<file path="src/rtl/core/dxt_pkg.sv">
// dxt_pkg: shared types, constants and divide helpers for the texture block decoder
// no dependencies; imported by every module under rtl/core
`default_nettype none

package dxt_pkg;

  // image geometry
  localparam int MAX_DIM    = 4096;
  localparam int DIM_W      = $clog2(MAX_DIM + 1);    // 13: width/height register
  localparam int POS_W      = $clog2(MAX_DIM);        // 12: pixel coordinate
  localparam int BLK_W      = POS_W - 2;              // 10: block coordinate
  localparam int BCNT_W     = BLK_W + 1;              // 11: block count, holds MAX_DIM/4

  // queue between front and back
  localparam int FIFO_DEPTH = 2;
  localparam int FIFO_PTR_W = $clog2(FIFO_DEPTH);
  localparam int FIFO_CNT_W = $clog2(FIFO_DEPTH + 1);

  // configuration register indexes
  localparam int CFG_ADDR_W = 2;
  localparam logic [CFG_ADDR_W-1:0] REG_FORMAT_MODE  = 2'd0;
  localparam logic [CFG_ADDR_W-1:0] REG_IMAGE_WIDTH  = 2'd1;
  localparam logic [CFG_ADDR_W-1:0] REG_IMAGE_HEIGHT = 2'd2;

  // format codes
  localparam logic FMT_DXT1 = 1'b0;
  localparam logic FMT_DXT5 = 1'b1;

  // request payload
  typedef struct packed {
    logic [63:0] color_block;
    logic [63:0] alpha_block;
  } in_t;

  // result payload
  typedef struct packed {
    logic [POS_W-1:0] pix_x;
    logic [POS_W-1:0] pix_y;
    logic [7:0]       red;
    logic [7:0]       green;
    logic [7:0]       blue;
    logic [7:0]       alpha;
    logic             last_of_block;
  } out_t;

  // decoded block handed from front to back
  typedef struct packed {
    logic [3:0][23:0] pal_rgb;   // {red, green, blue} per color index
    logic [7:0][7:0]  alut;      // alpha ramp
    logic [15:0][1:0] cidx;      // color index per pixel
    logic [15:0][2:0] aidx;      // alpha index per pixel
    logic [BLK_W-1:0] col;
    logic [BLK_W-1:0] row;
    logic [1:0]       vcm;       // last visible column inside the block
    logic [1:0]       vrm;       // last visible row inside the block
    logic             mode;
    logic             punch;     // three-color block, index 3 is transparent black
  } ent_t;

  // n / 3 for n < 768, reciprocal multiply
  function automatic logic [7:0] div3(input logic [9:0] n);
    logic [19:0] prod;
    prod = 20'(n) * 20'd683;
    return prod[18:11];
  endfunction

  // n / 5 for n < 1280
  function automatic logic [7:0] div5(input logic [10:0] n);
    logic [21:0] prod;
    prod = 22'(n) * 22'd1639;
    return prod[20:13];
  endfunction

  // n / 7 for n < 1792
  function automatic logic [7:0] div7(input logic [10:0] n);
    logic [22:0] prod;
    prod = 23'(n) * 23'd2341;
    return prod[21:14];
  endfunction

endpackage

`default_nettype wire

</file>
<file path="src/rtl/core/dxt_front.sv">
// dxt_front: config registers, block position counter, request stage and palette build
// depends on dxt_pkg; feeds dxt_fifo
`default_nettype none

module dxt_front
  import dxt_pkg::*;
(
  input  wire logic                  clk,
  input  wire logic                  rst,
  input  wire logic                  push,
  output logic                       full,
  input  wire in_t                   in_data,
  input  wire logic                  cfg_we,
  input  wire logic [CFG_ADDR_W-1:0] cfg_addr,
  input  wire logic [DIM_W-1:0]      cfg_data,
  output logic                       wr_en,
  output ent_t                       wr_data,
  input  wire logic                  fifo_full
);

  logic             format_mode;
  logic [DIM_W-1:0] image_width;
  logic [DIM_W-1:0] image_height;
  logic [BLK_W-1:0] block_col;
  logic [BLK_W-1:0] block_row;

  // request stage
  logic             stage_valid;
  logic             stage_clip;
  in_t              stage_blk;
  logic [BLK_W-1:0] stage_col;
  logic [BLK_W-1:0] stage_row;
  logic [1:0]       stage_vcm;
  logic [1:0]       stage_vrm;
  logic             stage_mode;

  logic              accept;
  logic              leave;
  logic [DIM_W-1:0]  wc;
  logic [DIM_W-1:0]  hc;
  logic [BCNT_W-1:0] cols;
  logic [BCNT_W-1:0] rows;
  logic [BCNT_W-1:0] col_p1;
  logic [BCNT_W-1:0] row_p1;
  logic [DIM_W-1:0]  xbase;
  logic [DIM_W-1:0]  ybase;
  logic [DIM_W-1:0]  remx;
  logic [DIM_W-1:0]  remy;
  logic              clip_x;
  logic              clip_y;
  logic [1:0]        vcm;
  logic [1:0]        vrm;

  // configuration writes
  always_ff @(posedge clk) begin
    if (rst) begin
      format_mode  <= FMT_DXT1;
      image_width  <= DIM_W'(4);
      image_height <= DIM_W'(4);
    end else if (cfg_we) begin
      case (cfg_addr)
        REG_FORMAT_MODE:  format_mode  <= cfg_data[0];
        REG_IMAGE_WIDTH:  image_width  <= cfg_data;
        REG_IMAGE_HEIGHT: image_height <= cfg_data;
        default: ;
      endcase
    end
  end

  // clamped image size and block counts
  always_comb begin
    if (image_width == '0) wc = DIM_W'(1);
    else if (image_width > DIM_W'(MAX_DIM)) wc = DIM_W'(MAX_DIM);
    else wc = image_width;
    if (image_height == '0) hc = DIM_W'(1);
    else if (image_height > DIM_W'(MAX_DIM)) hc = DIM_W'(MAX_DIM);
    else hc = image_height;
    cols   = BCNT_W'((wc + DIM_W'(3)) >> 2);
    rows   = BCNT_W'((hc + DIM_W'(3)) >> 2);
    col_p1 = BCNT_W'(block_col) + BCNT_W'(1);
    row_p1 = BCNT_W'(block_row) + BCNT_W'(1);
  end

  // visible extent of the block at the current position
  always_comb begin
    xbase  = {1'b0, block_col, 2'b00};
    ybase  = {1'b0, block_row, 2'b00};
    clip_x = xbase >= wc;
    clip_y = ybase >= hc;
    remx   = wc - xbase;
    remy   = hc - ybase;
    vcm    = (remx >= DIM_W'(4)) ? 2'd3 : remx[1:0] - 2'd1;
    vrm    = (remy >= DIM_W'(4)) ? 2'd3 : remy[1:0] - 2'd1;
  end

  // stage handshake; fully clipped blocks drop out without a queue slot
  assign leave  = stage_valid && (stage_clip || !fifo_full);
  assign full   = stage_valid && !stage_clip && fifo_full;
  assign accept = push && !full;
  assign wr_en  = stage_valid && !stage_clip && !fifo_full;

  always_ff @(posedge clk) begin
    if (rst) begin
      stage_valid <= 1'b0;
    end else if (accept) begin
      stage_valid <= 1'b1;
    end else if (leave) begin
      stage_valid <= 1'b0;
    end
  end

  always_ff @(posedge clk) begin
    if (accept) begin
      stage_blk  <= in_data;
      stage_col  <= block_col;
      stage_row  <= block_row;
      stage_vcm  <= vcm;
      stage_vrm  <= vrm;
      stage_clip <= clip_x || clip_y;
      stage_mode <= format_mode;
    end
  end

  // raster block counter
  always_ff @(posedge clk) begin
    if (rst) begin
      block_col <= '0;
      block_row <= '0;
    end else if (accept) begin
      if (col_p1 >= cols) begin
        block_col <= '0;
        block_row <= (row_p1 >= rows) ? '0 : row_p1[BLK_W-1:0];
      end else begin
        block_col <= col_p1[BLK_W-1:0];
      end
    end
  end

  // palette and alpha ramp from the staged block
  logic [15:0]      c0;
  logic [15:0]      c1;
  logic [2:0][7:0]  e0;
  logic [2:0][7:0]  e1;
  logic [2:0][7:0]  p2;
  logic [2:0][7:0]  p3;
  logic [9:0]       s2;
  logic [9:0]       s3;
  logic [8:0]       sh;
  logic             four;
  logic [7:0]       a0;
  logic [7:0]       a1;
  logic [10:0]      n7;
  logic [10:0]      n5;
  logic [7:0][7:0]  alut;

  always_comb begin
    c0   = stage_blk.color_block[15:0];
    c1   = stage_blk.color_block[31:16];
    e0   = {{c0[15:11], 3'b000}, {c0[10:5], 2'b00}, {c0[4:0], 3'b000}};
    e1   = {{c1[15:11], 3'b000}, {c1[10:5], 2'b00}, {c1[4:0], 3'b000}};
    four = (stage_mode == FMT_DXT5) || (c0 > c1);
    s2   = '0;
    s3   = '0;
    sh   = '0;
    for (int ch = 0; ch < 3; ch++) begin
      s2 = {1'b0, e0[ch], 1'b0} + 10'(e1[ch]) + 10'd1;
      s3 = 10'(e0[ch]) + {1'b0, e1[ch], 1'b0} + 10'd1;
      sh = 9'(e0[ch]) + 9'(e1[ch]) + 9'd1;
      if (four) begin
        p2[ch] = div3(s2);
        p3[ch] = div3(s3);
      end else begin
        p2[ch] = sh[8:1];
        p3[ch] = 8'h00;
      end
    end
  end

  always_comb begin
    a0      = stage_blk.alpha_block[7:0];
    a1      = stage_blk.alpha_block[15:8];
    alut[0] = a0;
    alut[1] = a1;
    n7      = '0;
    n5      = '0;
    for (int i = 2; i < 8; i++) begin
      n7 = 11'(8 - i) * 11'(a0) + 11'(i - 1) * 11'(a1) + 11'd3;
      if (i < 6) n5 = 11'(6 - i) * 11'(a0) + 11'(i - 1) * 11'(a1) + 11'd2;
      else n5 = '0;
      if (a0 > a1) alut[i] = div7(n7);
      else if (i < 6) alut[i] = div5(n5);
      else if (i == 6) alut[i] = 8'h00;
      else alut[i] = 8'hFF;
    end
  end

  // queue entry
  always_comb begin
    wr_data.pal_rgb[0] = {e0[2], e0[1], e0[0]};
    wr_data.pal_rgb[1] = {e1[2], e1[1], e1[0]};
    wr_data.pal_rgb[2] = {p2[2], p2[1], p2[0]};
    wr_data.pal_rgb[3] = {p3[2], p3[1], p3[0]};
    wr_data.alut       = alut;
    wr_data.cidx       = stage_blk.color_block[63:32];
    wr_data.aidx       = stage_blk.alpha_block[63:16];
    wr_data.col        = stage_col;
    wr_data.row        = stage_row;
    wr_data.vcm        = stage_vcm;
    wr_data.vrm        = stage_vrm;
    wr_data.mode       = stage_mode;
    wr_data.punch      = !four;
  end

endmodule

`default_nettype wire

</file>
<file path="src/rtl/core/dxt_fifo.sv">
// dxt_fifo: short queue of decoded blocks between front and back
// depends on dxt_pkg
`default_nettype none

module dxt_fifo
  import dxt_pkg::*;
(
  input  wire logic clk,
  input  wire logic rst,
  input  wire logic wr_en,
  input  wire ent_t wr_data,
  output logic      full,
  input  wire logic rd_en,
  output logic      rd_valid,
  output ent_t      rd_data
);

  ent_t                  mem [FIFO_DEPTH];
  logic [FIFO_PTR_W-1:0] wr_ptr;
  logic [FIFO_PTR_W-1:0] rd_ptr;
  logic [FIFO_CNT_W-1:0] count;

  assign full     = count == FIFO_CNT_W'(FIFO_DEPTH);
  assign rd_valid = count != '0;
  assign rd_data  = mem[rd_ptr];

  // storage
  always_ff @(posedge clk) begin
    if (wr_en) begin
      mem[wr_ptr] <= wr_data;
    end
  end

  // pointers and fill count
  always_ff @(posedge clk) begin
    if (rst) begin
      wr_ptr <= '0;
      rd_ptr <= '0;
      count  <= '0;
    end else begin
      if (wr_en) wr_ptr <= wr_ptr + FIFO_PTR_W'(1);
      if (rd_en) rd_ptr <= rd_ptr + FIFO_PTR_W'(1);
      case ({wr_en, rd_en})
        2'b10:   count <= count + FIFO_CNT_W'(1);
        2'b01:   count <= count - FIFO_CNT_W'(1);
        default: ;
      endcase
    end
  end

endmodule

`default_nettype wire

</file>
<file path="src/rtl/core/dxt_back.sv">
// dxt_back: walks the visible pixels of the head block and holds the result register
// depends on dxt_pkg; reads dxt_fifo
`default_nettype none

module dxt_back
  import dxt_pkg::*;
(
  input  wire logic clk,
  input  wire logic rst,
  input  wire logic rd_valid,
  input  wire ent_t rd_data,
  output logic      rd_en,
  output logic      empty,
  input  wire logic pop,
  output out_t      out_data
);

  logic       out_valid;
  logic [1:0] px;
  logic [1:0] py;
  logic       emit;
  logic       blast;
  logic [3:0] p;
  logic [1:0] ci;
  logic [7:0] alpha;
  out_t       pix;

  assign empty = !out_valid;
  assign emit  = rd_valid && (!out_valid || pop);
  assign blast = (px == rd_data.vcm) && (py == rd_data.vrm);
  assign rd_en = emit && blast;
  assign p     = {py, px};
  assign ci    = rd_data.cidx[p];

  // pixel lookup
  always_comb begin
    if (rd_data.mode == FMT_DXT5) alpha = rd_data.alut[rd_data.aidx[p]];
    else if (rd_data.punch && ci == 2'd3) alpha = 8'h00;
    else alpha = 8'hFF;
    pix.pix_x         = {rd_data.col, px};
    pix.pix_y         = {rd_data.row, py};
    pix.red           = rd_data.pal_rgb[ci][23:16];
    pix.green         = rd_data.pal_rgb[ci][15:8];
    pix.blue          = rd_data.pal_rgb[ci][7:0];
    pix.alpha         = alpha;
    pix.last_of_block = blast;
  end

  // pixel position inside the block
  always_ff @(posedge clk) begin
    if (rst) begin
      px <= '0;
      py <= '0;
    end else if (emit) begin
      if (blast) begin
        px <= '0;
        py <= '0;
      end else if (px == rd_data.vcm) begin
        px <= '0;
        py <= py + 2'd1;
      end else begin
        px <= px + 2'd1;
      end
    end
  end

  // result register
  always_ff @(posedge clk) begin
    if (rst) begin
      out_valid <= 1'b0;
    end else if (emit) begin
      out_valid <= 1'b1;
    end else if (pop) begin
      out_valid <= 1'b0;
    end
  end

  always_ff @(posedge clk) begin
    if (emit) begin
      out_data <= pix;
    end
  end

  // walker sits at the block origin whenever no block waits
  a_idle_origin: assert property (@(posedge clk) disable iff (rst)
    !rd_valid |-> (px == 2'd0 && py == 2'd0))
    else $error("pixel walker off origin with empty queue");

  // walker never leaves the visible part of the head block
  a_in_extent: assert property (@(posedge clk) disable iff (rst)
    rd_valid |-> (px <= rd_data.vcm && py <= rd_data.vrm))
    else $error("pixel walker outside visible extent");

  // a block retires only on the edge that loads a marked pixel
  a_retire_marked: assert property (@(posedge clk) disable iff (rst)
    rd_en |=> (out_valid && out_data.last_of_block))
    else $error("block retired without a marked last pixel");

endmodule

`default_nettype wire

</file>
<file path="src/rtl/core/dxt_texture_block_decoder.sv">
// dxt_texture_block_decoder: top level, DXT1/DXT5 4x4 block decoder to RGBA pixels
// depends on dxt_pkg, dxt_front, dxt_fifo, dxt_back
//
//   channel   direction  handshake             payload
//   request   in         push / full           in_data  (color_block, alpha_block)
//   result    out        pop / empty           out_data (pix_x, pix_y, rgba, last_of_block)
//   config    in         cfg_we                cfg_addr, cfg_data
//
// A full block gives sixteen pixels, one per cycle from the back walker while the result
// register is empty or popped; an edge block gives only its visible pixels, and a fully
// clipped block gives none and takes no queue slot. After the accept edge the first pixel
// goes through the queue write and then the result register to the result ports. The front
// takes a new request while the back is still emitting; full rises only when the stage and
// the two-entry queue are both occupied.
// rst is synchronous; it clears the registers to format 0 and size 4x4 and the position to 0.
`default_nettype none

module dxt_texture_block_decoder
  import dxt_pkg::*;
(
  input  wire logic                  clk,
  input  wire logic                  rst,
  input  wire logic                  push,
  output logic                       full,
  input  wire in_t                   in_data,
  output logic                       empty,
  input  wire logic                  pop,
  output out_t                       out_data,
  input  wire logic                  cfg_we,
  input  wire logic [CFG_ADDR_W-1:0] cfg_addr,
  input  wire logic [DIM_W-1:0]      cfg_data
);

  logic wr_en;
  ent_t wr_data;
  logic fifo_full;
  logic rd_en;
  logic rd_valid;
  ent_t rd_data;

  // request side
  dxt_front u_front (
    .clk       (clk),
    .rst       (rst),
    .push      (push),
    .full      (full),
    .in_data   (in_data),
    .cfg_we    (cfg_we),
    .cfg_addr  (cfg_addr),
    .cfg_data  (cfg_data),
    .wr_en     (wr_en),
    .wr_data   (wr_data),
    .fifo_full (fifo_full)
  );

  // decoded block queue
  dxt_fifo u_fifo (
    .clk      (clk),
    .rst      (rst),
    .wr_en    (wr_en),
    .wr_data  (wr_data),
    .full     (fifo_full),
    .rd_en    (rd_en),
    .rd_valid (rd_valid),
    .rd_data  (rd_data)
  );

  // result side
  dxt_back u_back (
    .clk      (clk),
    .rst      (rst),
    .rd_valid (rd_valid),
    .rd_data  (rd_data),
    .rd_en    (rd_en),
    .empty    (empty),
    .pop      (pop),
    .out_data (out_data)
  );

endmodule

`default_nettype wire
</file>
<file path="config.mk">
export PLATFORM = sky130hd
export DESIGN_NAME = dxt_texture_block_decoder
export DESIGN_NICKNAME = d
export VERILOG_FILES = /design/src/rtl/core/dxt_pkg.sv /design/src/rtl/core/dxt_front.sv /design/src/rtl/core/dxt_fifo.sv /design/src/rtl/core/dxt_back.sv /design/src/rtl/core/dxt_texture_block_decoder.sv
export SDC_FILE = /design/constraint.sdc
export NUM_CORES = 2
export LEC_CHECK = 0
export BUFFER_PORTS_ARGS = -buffer_cell sky130_fd_sc_hd__buf_2
export CORE_ASPECT_RATIO = 0.7
export CORE_MARGIN = 3
export CORE_UTILIZATION = 45
export DETAILED_ROUTE_END_ITERATION = 16
export SYNTH_ARGS = -nofsm -noshare
export SYNTH_HDL_FRONTEND = slang
export SYNTH_HIERARCHICAL = 1
export SYNTH_SLANG_ARGS = --single-unit
</file>
<file path="constraint.sdc">
create_clock -name clk -period 30.9 [get_ports clk]
set_clock_uncertainty 0.2 [all_clocks]
set_input_delay 4.635 -clock clk [delete_from_list [all_inputs] [get_ports clk]]
set_output_delay 4.635 -clock clk [all_outputs]
set_load 0.01 [all_outputs]
</file>
# Yosys cells after proc, flatten, opt, wreduce, memory -nomap -nowiden

Memories as Yosys holds them, arrays and structs flattened. A register that Yosys moved wholly into a read port is not among the register bits.
Cells that the tools add are included.
W data, S select, Z words.

Register bits: 268
Output and inout bits: 59
Memory bits (writable): 500
Memories: 1

Memories:

| name       | words | bits a word | rd ports | clocked after memory_dff | write ports | line           | text |
|---|---|---|---|---|---|---|---|
| u_fifo.mem | 2     | 250         | 1        | 1                        | 1           | dxt_fifo.sv:18 | `ent_t mem [FIFO_DEPTH];` |

Multiplexer cells: 41
Add/subtract/negate cells: 52
Multiply operators: 22
Reduce and logical (&&, ||, !) cells: 31
Equal/unequal tests: 8
Order comparisons: 13

Operators by type and width:

| kind                     | number |
|---|---|
| $mul A11 B12 Y22 const B | 6 |
| $mux W8                  | 15 |
| $mul A10 B10 Y19 const B | 6 |
| $add A11 B2 Y11 const B  | 10 |
| $mul A11 B11 Y21 const B | 4 |
| $add A10 B1 Y10 const B  | 6 |
| $mux W13                 | 4 |
| $bmux W24 S2             | 1 |
| $mul A2 B8 Y10 const A   | 4 |
| $add A8 B9 Y10           | 3 |
| $add A9 B8 Y10           | 3 |
| $add A8 B8 Y9            | 3 |
| $add A9 B1 Y9 const B    | 3 |
| $add A13 B2 Y13 const B  | 2 |
| $ge A12 B13 Y1           | 2 |
| $ge A13 B3 Y1 const B    | 2 |
| $gt A13 B13 Y1 const B   | 2 |
| $logic_not A13 Y1        | 2 |
| $sub A13 B12 Y13         | 2 |
| $bmux W8 S3              | 1 |
| $mux W24                 | 1 |
| $add A10 B1 Y11 const B  | 2 |
| $add A10 B10 Y11         | 2 |
| $ge A11 B11 Y1           | 2 |
| 33 further kinds         | 79 |

# Longest topological paths before layout

Depth in word-level cells: 6
Mapped depth: 33

# By module

Netlist, hierarchy kept.

By module, submodules not included:

| module    | times used | cells each | area each (um^2) | sequential area each (um^2) |
|---|---|---|---|---|
| dxt_front | 1          | 4067       | 40178.5          | 5585.4 |
| dxt_fifo  | 1          | 850        | 20448.4          | 16075.4 |
| dxt_back  | 1          | 231        | 3930.0           | 1811.7 |

# Least setup slack after synthesis

No wires, ideal clock.

Path kind: register -> register
From: register u_fifo.count[0]
To: memory u_fifo/mem[0][0] (netlist bit), enable pin
Setup time: 0.898 ns
Clock period less this slack: 13.081 ns
Setup slack: 17.819 ns
Arrival: 11.983 ns
Stages on the path, launching flop included: 5
Required time: 29.802 ns
Path through: dfxtp_1 -> and2b_1 -> nor3b_1 -> inv_1 -> nor2_1

Word-level cells in the longest chain between the ends: 5

Ends and longest elaborated chain:

| what                          | line                            | text |
|---|---|---|
| from (decl)                   | dxt_fifo.sv:21                  | `logic [FIFO_CNT_W-1:0] count;` |
| from (signal assigned)        | dxt_fifo.sv:44                  | `2'b10: count <= count + FIFO_CNT_W'(1);` |
| from (signal assigned)        | dxt_fifo.sv:45                  | `2'b01: count <= count - FIFO_CNT_W'(1);` |
| $eq A2 B2 Y1                  | dxt_fifo.sv:23                  | `assign full = count == FIFO_CNT_W'(FIFO_DEPTH);` |
| via fifo_full                 | dxt_texture_block_decoder.sv:36 | `logic fifo_full;` |
| $logic_not A1 Y1              | dxt_front.sv:100                | `assign wr_en = stage_valid && !stage_clip && !fifo_full;` |
| $logic_and A1 B1 Y1           | dxt_front.sv:100                |  |
| via wr_en                     | dxt_texture_block_decoder.sv:34 | `logic wr_en;` |
| $mux W1                       | dxt_fifo.sv:29                  | `if (wr_en) begin` |
| $mux W1 (not written as such) | dxt_fifo.sv:30                  | `mem[wr_ptr] <= wr_data;` |
| to (decl)                     | dxt_fifo.sv:18                  |  |

The timed path passes the listed nets, and every way through them passes these cells.

==> results.txt <==
status -> completed
clk sinks -> 801
drt drc -> 0
Slew Limit Headroom -> 20.11%
synth unique cells -> 91
Die Span Y -> 322.9 um
Worst Setup Path Type -> flip-flop to flip-flop
H-tree depth -> 3
FF+latch count, synth -> 801
GR Overflow Total -> 0
Yosys Warn Count -> 6
root cell of the clock tree -> clkbuf_16
commonest non-fill, non-tap cell in the layout -> ha_1
Detailed Routing Iterations Pass 1 -> 5
port bufs -> 206
GP Congestion -> 0.8674
Worst Reg-to-Reg Cells -> 32
reg-to-reg startpoint -> u_front/wr_data[106]$_DFFE_PP_
Rows -> 115
number of DRC markers in iteration 0 -> 2570
total wire length -> 149900 um
hold endpoint -> u_fifo/mem[0][97]$_DFFE_PP_
Tcrit/Tclk final -> 27.95%
worst setup margin -> 22.26 ns
final net count -> 7077
Core ar. -> 141400 um^2
RSZ-0062 raised after global routing -> no
first-pass GRT wire length -> 231100 um
TritonCTS clock tree -> yes
cell mode on critical path -> inv_1
max-slew violation count -> 0
Worst Tran Pin Value -> 1.190 ns
Req. time, crit path -> 31.12 ns
Seq/Total Area, Yosys -> 36.36%
Crit path largest cell delay -> 0.63 ns
GRT Total Usage -> 20.36%
CP Max Fanout -> 24
ratio of cells with drive above 1 in the final layout -> 13.42%
CP arrival -> 8.86 ns
Reg clk slew, reported paths -> 0.08 ns
Worst setup EP type -> flip-flop
Finished Layout Cells -> 7357
WHS Path Cells -> 0
Top FF cell, synth -> edfxtp_1
hold_buf cts -> 0
total CTS buffers -> 86
pre-CTS setup slack -> 22.25 ns
placed cell count -> 7189
final HPWL from detailed placement -> 115400 um
Setup crit start kind -> flip-flop
vias in the first global route -> 38980
CP max stage cell -> xnor2_1
r2r setup slk -> 22.26 ns
P&R area growth vs syn -> 9.129%
Boundary Pins -> 207
Async SR Flop Fraction -> 0%
Syn Area/Cell -> 12.54 um^2
largest net degree at the start of global routing -> 95
number of synthesized flops with an enable pin -> 743
clock latency on the worst-skew pair -> 0.70 ns
Final Hold Viols -> 0
final setup vio count -> 0
Max Clk Rate -> 115.8 MHz
Hold Path Class -> flip-flop to flip-flop
r2r endpoint -> u_fifo/mem[1][137]$_DFFE_PP_
postcts setup bufs -> 0
Clock Tree Buf Depth -> 3
die area -> 148100 um^2
setup TNS -> 0 ns
initial antenna violation count -> 19
wire length per cell -> 20.37 um
Tmin final -> 8.637 ns
post-cts resize count -> 0
antenna viol nets, final -> 0
Cells after Synth -> 5148
via count -> 38660
die width -> 458.7 um
Starting Density -> 45.64%
vias per inst -> 5.254
most frequent cells in the layout -> ha_1, edfxtp_1, inv_1
hold path start -> u_front/wr_data[97]$_DFFE_PP_
Max-Cap Viols -> 0
Synth Cell Area -> 64560 um^2
[through the flow]
stage          cell area, um^2  hold WS (ns)  utilization (%)
3_3_place_gp             67560        0.2217            47.77
4_1_cts                  70430        0.2323            49.79
3_5_place_dp             67560        0.2290            47.77
6_report                 70450        0.2385            49.81
2_1_floorplan            64610        0.2076                -
5_1_grt                  70430        0.2479            49.80
[cell usage after synthesis (8+ instances only)]
library cell,instances,area share [%]
clkbuf_1,25,0.15
nand3b_1,8,0.093
nor4_1,13,0.13
mux2_4,240,5.6
mux4_1,14,0.57
mux4_2,32,1.1
nor2b_1,47,0.46
nand2b_1,28,0.27
nor2_1,207,1.2
o221a_2,8,0.14
buf_6,21,0.37
or3_1,20,0.19
fa_1,343,11
xor2_1,94,1.3
nand4_1,29,0.28
inv_1,672,3.9
nand2_1,170,0.99
a211oi_1,12,0.14
a31oi_1,14,0.14
buf_4,24,0.28
o21bai_1,43,0.50
and2_1,15,0.15
xnor2_1,211,2.9
o31ai_1,11,0.13
and3_1,30,0.29
mux2i_1,69,1.1
nor3_1,58,0.45
o2111ai_1,8,0.11
buf_8,12,0.28
nand3_1,43,0.33
edfxtp_1,743,35
a21oi_1,229,1.8
mux2_2,37,0.65
a21boi_0,9,0.10
o21ai_0,119,0.92
a21o_1,78,0.91
ha_1,1181,23
o211ai_1,12,0.14
o21a_1,28,0.33
and3b_1,13,0.18
dfxtp_1,58,1.8
[worst max path at each step]
stage                                              end  slack (ns)                           start
after floorplan             u_fifo/mem[0][0]$_DFFE_PP_       17.82    u_fifo/count[0]$_SDFFE_PP0P_
after global placement    u_fifo/mem[0][137]$_DFFE_PP_       22.42  u_front/wr_data[107]$_DFFE_PP_
after detailed placement  u_fifo/mem[0][144]$_DFFE_PP_       22.25  u_front/wr_data[114]$_DFFE_PP_
after CTS                 u_fifo/mem[0][144]$_DFFE_PP_       22.23  u_front/wr_data[114]$_DFFE_PP_
after global routing      u_fifo/mem[0][144]$_DFFE_PP_       21.62  u_front/wr_data[114]$_DFFE_PP_
final                     u_fifo/mem[1][137]$_DFFE_PP_       22.26  u_front/wr_data[106]$_DFFE_PP_
[metal layers]
metal	track usage [%]	share of wire (%)	vias up
met5	0	0.017	-
met1	31.61	52	18900
met2	28.65	40	709
met3	5.338	6.9	126
li1	-	-	18920
met4	3.374	1.4	4
[flip-flops by register name, summed over array words and instances (netlist names), 2 cells and up, named ones only]
signal	cells
u_front/stage_vcm	2
u_front/image_width	13
u_front/wr_data	128
u_front/stage_vrm	2
u_front/block_col	10
u_front/stage_col	10
u_front/stage_row	10
u_front/block_row	10
u_back/out_data	57
u_fifo/count	2
u_back/px	2
u_back/py	2
u_fifo/mem	532
u_front/image_height	13
[cell type report]
type                            instances  area [um^2]
Inverter                              672         2531
Timing Repair Buffer                  246         1344
Clock buffer                          101         2240
Tap cell                             1872         2342
Fill cell                           12420        70990
Antenna cell                            9        22.52
Clock inverter                         58        626.9
Sequential cell                       801        23480
Multi-Input combinational cell       3598        37870
[logic make-up after synthesis]
kind of cell	share of synthesized area [%]
mux	9.005
buf+inv	5.121
compound gates	6.262
simple gates	5.489
flops	36.36
fa+ha+maj	33.53
other cells	0.005809
xor+xnor	4.233
[critical path: cells and delay by family (launching register included)]
kind / cells / cell delay, ns
adders and majority gates: 10 / 3.86
and+or+nand+nor: 5 / 0.60
DFF: 1 / 0.35
muxes: 1 / 0.12
AOI/OAI and AO/OA: 6 / 1.10
xor gates and xnor gates: 2 / 0.87
buffers and inverters: 8 / 1.27
Power is not shown: default switching activity piles up to over one toggle a cycle in this logic, so the estimate is an artifact.
